$ cat src/hdl/cbb_pkg.sv
package cbb_pkg;

    localparam int CBB_MAX_DIM = 4096;

    localparam int PIXEL_W    = 32;
    localparam int MODE_W     = 2;
    localparam int IMG_W_W    = 13;
    localparam int CFG_DATA_W = 13;
    localparam int POS_W      = 12;
    localparam int SIZE_W     = 13;

    localparam logic [IMG_W_W-1:0] IMG_W_RESET = 13'd4096;

    typedef enum logic [0:0] {
        CFG_MARK_MODE   = 1'b0,
        CFG_IMAGE_WIDTH = 1'b1
    } t_cfg_reg;

    typedef enum logic [MODE_W-1:0] {
        MODE_ALPHA = 2'd0,
        MODE_ANY   = 2'd1,
        MODE_DIFF  = 2'd2,
        MODE_DIFF3 = 2'd3
    } t_mark_mode;

    typedef struct packed {
        logic [PIXEL_W-1:0] pixel;
        logic [PIXEL_W-1:0] base_pixel;
        logic               end_of_frame;
    } t_in;

    typedef struct packed {
        logic              found;
        logic [POS_W-1:0]  left;
        logic [POS_W-1:0]  top;
        logic [SIZE_W-1:0] box_width;
        logic [SIZE_W-1:0] box_height;
    } t_out;

    // per-pixel control from the input stage to the tracker
    typedef struct packed {
        logic valid;
        logic marked;
        logic eof;
    } t_trk_ctl;

endpackage

$ cat src/hdl/cbb_mark.sv
module cbb_mark
    import cbb_pkg::*;
(
    input  t_mark_mode         i_mode,
    input  logic [PIXEL_W-1:0] i_pixel,
    input  logic [PIXEL_W-1:0] i_base,
    output logic               o_marked
);

    logic [7:0] alpha_px;
    logic [7:0] alpha_base;
    logic       same;

    assign alpha_px   = i_pixel[31:24];
    assign alpha_base = i_base[31:24];

    // transparent pixels match regardless of color
    assign same = (alpha_px == alpha_base) &&
                  ((alpha_px == 8'd0) || (i_pixel[23:0] == i_base[23:0]));

    always_comb begin
        case (i_mode)
            MODE_ALPHA: o_marked = (alpha_px != 8'd0);
            MODE_ANY:   o_marked = (i_pixel != '0);
            default:    o_marked = !same;
        endcase
    end

endmodule

$ cat src/hdl/cbb_tracker.sv
module cbb_tracker
    import cbb_pkg::*;
#(
    parameter int MAX_DIM = CBB_MAX_DIM
) (
    input  logic               i_clk,
    input  logic               i_rst_n,
    input  logic [IMG_W_W-1:0] i_image_width,
    input  t_trk_ctl           i_ctl,
    output t_out               o_result
);

    localparam int CW = $clog2(MAX_DIM);
    localparam int WW = (CW + 1 > IMG_W_W) ? CW + 1 : IMG_W_W;
    localparam logic [CW-1:0] LAST = CW'(MAX_DIM - 1);

    logic [CW-1:0] r_col, n_col;
    logic [CW-1:0] r_row, n_row;
    logic [CW-1:0] r_min_col, n_min_col;
    logic [CW-1:0] r_max_col, n_max_col;
    logic [CW-1:0] r_min_row, n_min_row;
    logic [CW-1:0] r_max_row, n_max_row;
    logic          r_any, n_any;

    logic [CW-1:0] upd_min_col, upd_max_col, upd_min_row, upd_max_row;
    logic          upd_any;
    logic [WW-1:0] width_ext;
    logic [WW-1:0] eff_width;
    logic [CW:0]   span_col, span_row;

    assign width_ext = WW'(i_image_width);
    assign eff_width = (width_ext == '0 || width_ext > WW'(MAX_DIM)) ? WW'(MAX_DIM) : width_ext;

    // fold the current pixel into the running box
    always_comb begin
        upd_min_col = r_min_col;
        upd_max_col = r_max_col;
        upd_min_row = r_min_row;
        upd_max_row = r_max_row;
        upd_any     = r_any;
        if (i_ctl.marked) begin
            if (r_col < r_min_col) upd_min_col = r_col;
            if (r_col > r_max_col) upd_max_col = r_col;
            if (r_row < r_min_row) upd_min_row = r_row;
            if (r_row > r_max_row) upd_max_row = r_row;
            upd_any = 1'b1;
        end
    end

    always_comb begin
        n_col     = r_col;
        n_row     = r_row;
        n_min_col = r_min_col;
        n_max_col = r_max_col;
        n_min_row = r_min_row;
        n_max_row = r_max_row;
        n_any     = r_any;
        if (i_ctl.valid) begin
            if (i_ctl.eof) begin
                n_col     = '0;
                n_row     = '0;
                n_min_col = LAST;
                n_max_col = '0;
                n_min_row = LAST;
                n_max_row = '0;
                n_any     = 1'b0;
            end else begin
                n_min_col = upd_min_col;
                n_max_col = upd_max_col;
                n_min_row = upd_min_row;
                n_max_row = upd_max_row;
                n_any     = upd_any;
                if (WW'(r_col) + WW'(1) >= eff_width) begin
                    n_col = '0;
                    // saturate on the last row
                    if (r_row < LAST) n_row = r_row + CW'(1);
                end else begin
                    n_col = r_col + CW'(1);
                end
            end
        end
    end

    always_ff @(posedge i_clk) begin
        if (!i_rst_n) begin
            r_col     <= '0;
            r_row     <= '0;
            r_min_col <= LAST;
            r_max_col <= '0;
            r_min_row <= LAST;
            r_max_row <= '0;
            r_any     <= 1'b0;
        end else begin
            r_col     <= n_col;
            r_row     <= n_row;
            r_min_col <= n_min_col;
            r_max_col <= n_max_col;
            r_min_row <= n_min_row;
            r_max_row <= n_max_row;
            r_any     <= n_any;
        end
    end

    assign span_col = {1'b0, upd_max_col} - {1'b0, upd_min_col} + (CW + 1)'(1);
    assign span_row = {1'b0, upd_max_row} - {1'b0, upd_min_row} + (CW + 1)'(1);

    always_comb begin
        o_result = '0;
        if (upd_any) begin
            o_result.found      = 1'b1;
            o_result.left       = POS_W'(upd_min_col);
            o_result.top        = POS_W'(upd_min_row);
            o_result.box_width  = SIZE_W'(span_col);
            o_result.box_height = SIZE_W'(span_row);
        end
    end

`ifndef NO_ASSERTIONS
    a_clear_on_eof: assert property (@(posedge i_clk) disable iff (!i_rst_n)
        (i_ctl.valid && i_ctl.eof) |=> (r_col == '0 && r_row == '0 && !r_any))
        else $error("frame state not cleared after end of frame");

    a_box_ordered: assert property (@(posedge i_clk) disable iff (!i_rst_n)
        r_any |-> (r_min_col <= r_max_col && r_min_row <= r_max_row))
        else $error("bounding box min exceeds max");

    a_empty_box: assert property (@(posedge i_clk) disable iff (!i_rst_n)
        !r_any |-> (r_min_col == LAST && r_max_col == '0 &&
                    r_min_row == LAST && r_max_row == '0))
        else $error("box bounds moved without a marked pixel");

    a_col_in_row: assert property (@(posedge i_clk) disable iff (!i_rst_n)
        WW'(r_col) < eff_width || $past(i_image_width) != i_image_width)
        else $error("column counter beyond image width");
`endif

endmodule

$ cat src/hdl/content_bounding_box.sv
// Bounding box of marked pixels. Pixels arrive in raster order, one request per
// clock, each with the base-image pixel at the same place; the column counter wraps
// at image_width and advances the row counter, which saturates at MAX_DIM-1. A pixel
// is marked by alpha nonzero (mode 0), any byte nonzero (mode 1) or by differing
// from the base pixel (modes 2 and 3). The request flagged end_of_frame is folded
// in, then one result (found, left, top, box_width, box_height) is issued and the
// frame state clears; a frame with nothing marked reports found=0 and zero fields.
// Throughput is one pixel per clock; the result register loads as the end-of-frame
// request leaves the input register. Input stall rises only while an end-of-frame
// pixel waits for the result register to drain. Write configuration between frames.
module content_bounding_box
    import cbb_pkg::*;
#(
    parameter int MAX_DIM = CBB_MAX_DIM
) (
    input  logic                  i_clk,
    input  logic                  i_rst_n,
    input  logic                  i_cfg_wr_en,
    input  t_cfg_reg              i_cfg_index,
    input  logic [CFG_DATA_W-1:0] i_cfg_data,
    input  logic                  i_in_valid,
    output logic                  o_in_stall,
    input  t_in                   i_in_data,
    output logic                  o_out_valid,
    input  logic                  i_out_stall,
    output t_out                  o_out_data
);

    t_mark_mode         r_mark_mode;
    logic [IMG_W_W-1:0] r_image_width;

    logic r_s1_valid, n_s1_valid;
    t_in  r_s1;
    logic r_out_valid, n_out_valid;
    t_out r_out;

    logic     in_accept;
    logic     out_free;
    logic     s1_proc;
    logic     marked;
    t_trk_ctl trk_ctl;
    t_out     result;

    always_ff @(posedge i_clk) begin
        if (!i_rst_n) begin
            r_mark_mode   <= MODE_ALPHA;
            r_image_width <= IMG_W_RESET;
        end else if (i_cfg_wr_en) begin
            case (i_cfg_index)
                CFG_MARK_MODE:   r_mark_mode   <= t_mark_mode'(i_cfg_data[MODE_W-1:0]);
                CFG_IMAGE_WIDTH: r_image_width <= i_cfg_data[IMG_W_W-1:0];
                default: ;
            endcase
        end
    end

    assign out_free  = !r_out_valid || !i_out_stall;
    // an end-of-frame pixel holds until the result register can take its result
    assign s1_proc   = r_s1_valid && (!r_s1.end_of_frame || out_free);
    assign o_in_stall = r_s1_valid && !s1_proc;
    assign in_accept = i_in_valid && !o_in_stall;

    always_comb begin
        n_s1_valid = r_s1_valid;
        if (in_accept) n_s1_valid = 1'b1;
        else if (s1_proc) n_s1_valid = 1'b0;
    end

    always_ff @(posedge i_clk) begin
        if (!i_rst_n) begin
            r_s1_valid <= 1'b0;
        end else begin
            r_s1_valid <= n_s1_valid;
        end
    end

    always_ff @(posedge i_clk) begin
        if (in_accept) begin
            r_s1 <= i_in_data;
        end
    end

    cbb_mark u_mark (
        .i_mode   (r_mark_mode),
        .i_pixel  (r_s1.pixel),
        .i_base   (r_s1.base_pixel),
        .o_marked (marked)
    );

    assign trk_ctl.valid  = s1_proc;
    assign trk_ctl.marked = r_s1_valid && marked;
    assign trk_ctl.eof    = r_s1.end_of_frame;

    cbb_tracker #(
        .MAX_DIM (MAX_DIM)
    ) u_tracker (
        .i_clk         (i_clk),
        .i_rst_n       (i_rst_n),
        .i_image_width (r_image_width),
        .i_ctl         (trk_ctl),
        .o_result      (result)
    );

    always_comb begin
        n_out_valid = r_out_valid;
        if (s1_proc && r_s1.end_of_frame) n_out_valid = 1'b1;
        else if (!i_out_stall) n_out_valid = 1'b0;
    end

    always_ff @(posedge i_clk) begin
        if (!i_rst_n) begin
            r_out_valid <= 1'b0;
        end else begin
            r_out_valid <= n_out_valid;
        end
    end

    always_ff @(posedge i_clk) begin
        if (s1_proc && r_s1.end_of_frame) begin
            r_out <= result;
        end
    end

    assign o_out_valid = r_out_valid;
    assign o_out_data  = r_out;

`ifndef NO_ASSERTIONS
    a_pixel_never_blocks: assert property (@(posedge i_clk) disable iff (!i_rst_n)
        (r_s1_valid && !r_s1.end_of_frame) |-> !o_in_stall)
        else $error("ordinary pixel stalled the input");

    a_stall_cause: assert property (@(posedge i_clk) disable iff (!i_rst_n)
        o_in_stall |-> (r_s1_valid && r_s1.end_of_frame && r_out_valid && i_out_stall))
        else $error("input stalled without a blocked result");

    a_result_source: assert property (@(posedge i_clk) disable iff (!i_rst_n)
        $rose(o_out_valid) |-> $past(s1_proc && r_s1.end_of_frame))
        else $error("result issued without an end-of-frame pixel");
`endif

endmodule

$ cat config.mk
export PLATFORM = sky130hd
export DESIGN_NAME = content_bounding_box
export DESIGN_NICKNAME = d
export VERILOG_FILES = /design/src/hdl/cbb_pkg.sv /design/src/hdl/cbb_mark.sv /design/src/hdl/cbb_tracker.sv /design/src/hdl/content_bounding_box.sv
export SDC_FILE = /design/constraint.sdc
export NUM_CORES = 1
export LEC_CHECK = 0
export BUFFER_PORTS_ARGS = -buffer_cell sky130_fd_sc_hd__buf_2
export CORE_MARGIN = 2
export CORE_UTILIZATION = 45
export DETAILED_ROUTE_END_ITERATION = 7
export PLACE_DENSITY_LB_ADDON = 0.05
export SYNTH_ARGS = -nofsm -noshare
export SYNTH_HDL_FRONTEND = slang
export SYNTH_SLANG_ARGS = --single-unit
$ cat constraint.sdc
create_clock -name i_clk -period 8.4 [get_ports i_clk]
set_input_delay 1.26 -clock i_clk [delete_from_list [all_inputs] [get_ports i_clk]]
set_output_delay 1.26 -clock i_clk [all_outputs]
set_load 0.005 [all_outputs]
==> impl_metrics.json <==
{
  "outcome": "complete, no violations",
  "hold_violations": 0,
  "synth_fp_nets": 1298,
  "path_delay_family": "simple AND/OR/NAND/NOR gates",
  "syn_inst": 1105,
  "drt_iter0_drc": 434,
  "synth_edf_count": 116,
  "grt_start_max_net_pins": 66,
  "synth_top_cell_area_share_pct": 30.3,
  "die_w_microns": 164,
  "grt_pass1_vias": 7717,
  "dieArea_sq_um": 26900,
  "die_h_microns": 164,
  "finalSetupTns_ns": 0,
  "power_density_nw_per_um2": 179,
  "wl_microns": 25000,
  "ios": 137,
  "fp-row-count": 58,
  "grt_overflow": 0,
  "slowest_stage": "and2_1",
  "ir_worst_vdd_v": 0.000164,
  "post-route-period-util_pct": 64.9,
  "synth_commonest_cells": "116 x edfxtp_1, 107 x ha_1, 90 x dfxtp_1",
  "hold_buffers": 0,
  "setup_slack_ns": 2.95,
  "fin_cells": 1561,
  "synth_largest_area_cell": "edfxtp_1",
  "yosys_warnings": 0,
  "fin_nets": 1408,
  "synth.cell_area_sq_um": 11500,
  "clock-root-buffer": "clkbuf_16",
  "gp_congestion": 0.843,
  "cp_data_required_time_ns": 8.62,
  "core_area_sq_um": 25200,
  "cp-start-kind": "flip-flop",
  "ant_nets": 0,
  "cts_tree": "yes",
  "via_per_inst": 5.35,
  "rsz0062_at_grt": "no",
  "cts.sinks": 206,
  "synth.yosys.seq_area_share_pct": 45.9,
  "yosysMostFrequentCell": "edfxtp_1",
  "maxCapViolCount": 0,
  "grt.total_usage_pct": 18.7,
  "synth-seq-cells": 206,
  "period_minus_slack_ns": 5.45,
  "drive_gt1_share_pct": 16.3,
  "syn_area_per_cell_sq_um": 10.4,
  "final_max_slew_viol_count": 0,
  "wl_per_cell_microns": 16.0,
  "ys.flop_type": "edfxtp_1",
  "first_pass_iters": 5,
  "critPathMaxFanout": 24,
  "ys_top_cells_by_area": "edfxtp_1 30%, dfxtp_1 16%, ha_1 12%, xor2_1 3.3%, mux2i_1 3.1%",
  "path_class": "flip-flop to flip-flop",
  "grt_pass1_wl_microns": 40500,
  "p_leak_nw": 5.71,
  "slowest_delay_ns": 0.80,
  "start_util_pct": 45.7,
  "cts_resized": 0,
  "relSlewSlack_pct": 28.3,
  "cp-end-kind": "flip-flop",
  "fillCellCount": 2352,
  "place_hpwl_microns": 18600,
  "max_freq_mhz": 184,
  "skew_ns": 0.0112,
  "clk_latency_ns": 0.52,
  "finalPower_mw": 2.35,
  "cts_setup_buffers": 0,
  "antenna_found_initial": 0,
  "finalSetupViolCount": 0,
  "cts_buffers": 24,
  "worstPathBufferInverterCount": 3,
  "cts_buffer_depth": 3,
  "holdCritPathClass": "flip-flop to flip-flop",
  "drcViolationCount": 0,
  "io_buffers": 136,
  "path_clk_slew_ns": 0.06,
  "htreeDepth": 1,
  "critPathArrivalTime_ns": 5.67,
  "vias": 8347,
  "placedCellCount": 1519,
  "syn_to_final_growth_pct": 14.1,
  "worst_slew_pin_slew_ns": 1.07,
  "crit_chain": "xor2_1, nor4_1, nand4_1, o211ai_1, and2_1, nor2_2, buf_4, mux2_2, ha_1, inv_1, ha_1, inv_1, fa_1, nor2b_1, o21ai_0, a21oi_1, o21ai_0, a21oi_1, mux2i_1, a31oi_1",
  "antenna_cells": 0,
  "postSynth.asyncResetShare_pct": 0,
  "synth_cell_types": 62,
  "dp_slack_ns": 2.94
}
## path summary, 6_finish.rpt
check,slack [ns],startpoint,cells after the start,end
worst min register to register,0.46,u_tracker.r_max_col[9],1,u_tracker.r_max_col[9]
worst max-delay path,2.95,r_s1[56],20,o_out_data[11]
worst max register to register,2.95,r_s1[56],20,o_out_data[11]
worst min-delay path,0.46,u_tracker.r_max_col[9],1,u_tracker.r_max_col[9]
## per-layer routing
layer / track usage (%) / vias up / wire (microns)
li1: - / 4282 / -
met1: 28.0 / 3839 / 12700
met2: 28.2 / 193 / 10600
met3: 3.31 / 33 / 1230
met4: 4.07 / 0 / 507
met5: 0 / - / 0
## power by group
group	switching (mW)	internal, mW
sequential	0.0239	1.11
combinational	0.124	0.0897
clock	0.408	0.592
## kinds of logic (layout without fill, tap and decap cells)
group           after synthesis  count (layout)  synth area share, %
compound gates              242             242                 15.2
mux                          42              42                 3.78
xor+xnor                     54              54                 4.11
fa+ha+maj                   109             109                 12.0
simple gates                322             322                 14.2
flops                       206             206                 45.9
buf+inv                     130             256                 4.79
## flip-flops by register name, indices dropped and copies added, names as in the netlist
| register | cells |
|---|---|
| u_tracker.r_row | 12 |
| o_out_data | 51 |
| u_tracker.r_col | 12 |
| u_tracker.r_min_col | 12 |
| u_tracker.r_max_row | 12 |
| r_s1_valid | 1 |
| o_out_valid | 1 |
| r_image_width | 13 |
| r_mark_mode | 2 |
| r_s1 | 65 |
| u_tracker.r_any | 1 |
| u_tracker.r_min_row | 12 |
| u_tracker.r_max_col | 12 |
## layout by cell type, fill, tap and decap left out, types with 4 or more instances in the layout
| master | netlist | layout |
|---|---|---|
| clkinv_1 | 0 | 5 |
| clkinv_2 | 0 | 4 |
| buf_2 | 5 | 136 |
| nor3_1 | 24 | 24 |
| edfxtp_1 | 116 | 116 |
| o2111ai_1 | 4 | 4 |
| and2_1 | 10 | 10 |
| and3_1 | 13 | 13 |
| clkbuf_16 | 0 | 24 |
| o31a_1 | 6 | 6 |
| nand3_1 | 53 | 53 |
| nor4_1 | 22 | 22 |
| inv_1 | 71 | 70 |
| ha_1 | 107 | 107 |
| a21boi_0 | 15 | 15 |
| nand4_1 | 12 | 12 |
| o21a_1 | 11 | 11 |
| xnor2_1 | 11 | 11 |
| and4_1 | 6 | 6 |
| nand2b_1 | 23 | 23 |
| o211ai_1 | 4 | 4 |
| o21ai_0 | 62 | 62 |
| nand2_1 | 79 | 79 |
| or3_1 | 9 | 9 |
| dfxtp_1 | 90 | 90 |
| a211oi_1 | 9 | 9 |
| buf_4 | 3 | 7 |
| a21oi_1 | 29 | 29 |
| nor2_1 | 43 | 43 |
| a21o_1 | 22 | 22 |
| nor2b_1 | 16 | 15 |
| a32o_1 | 26 | 26 |
| nor2_2 | 4 | 4 |
| xor2_1 | 43 | 43 |
| mux2i_1 | 36 | 36 |
| mux2_2 | 4 | 4 |
| a31oi_1 | 5 | 5 |
| a22o_1 | 24 | 24 |
## metrics by stage
step / hold WS, ns / area, sq um / utilization [%]
3_5_place_dp: 0.453 / 12400 / 49.2
4_1_cts: 0.468 / 13100 / 52.2
6_report: 0.464 / 13100 / 52.2
2_1_floorplan: 0.442 / 11500 / -
3_3_place_gp: 0.448 / 12400 / 49.2
5_1_grt: 0.476 / 13100 / 52.2
## final cells by class
type / count / area, sq um / area share, %
clock buffer: 28 / 626 / 4.76
clock inverter: 14 / 131 / 1.00
inverter: 71 / 267 / 2.03
multi-input combinational: 769 / 5690 / 43.3
sequential: 206 / 5290 / 40.2
tap: 330 / 413 / 3.14
timing repair buffer: 143 / 733 / 5.58
Note: power is estimated with default switching activity, not from simulation.
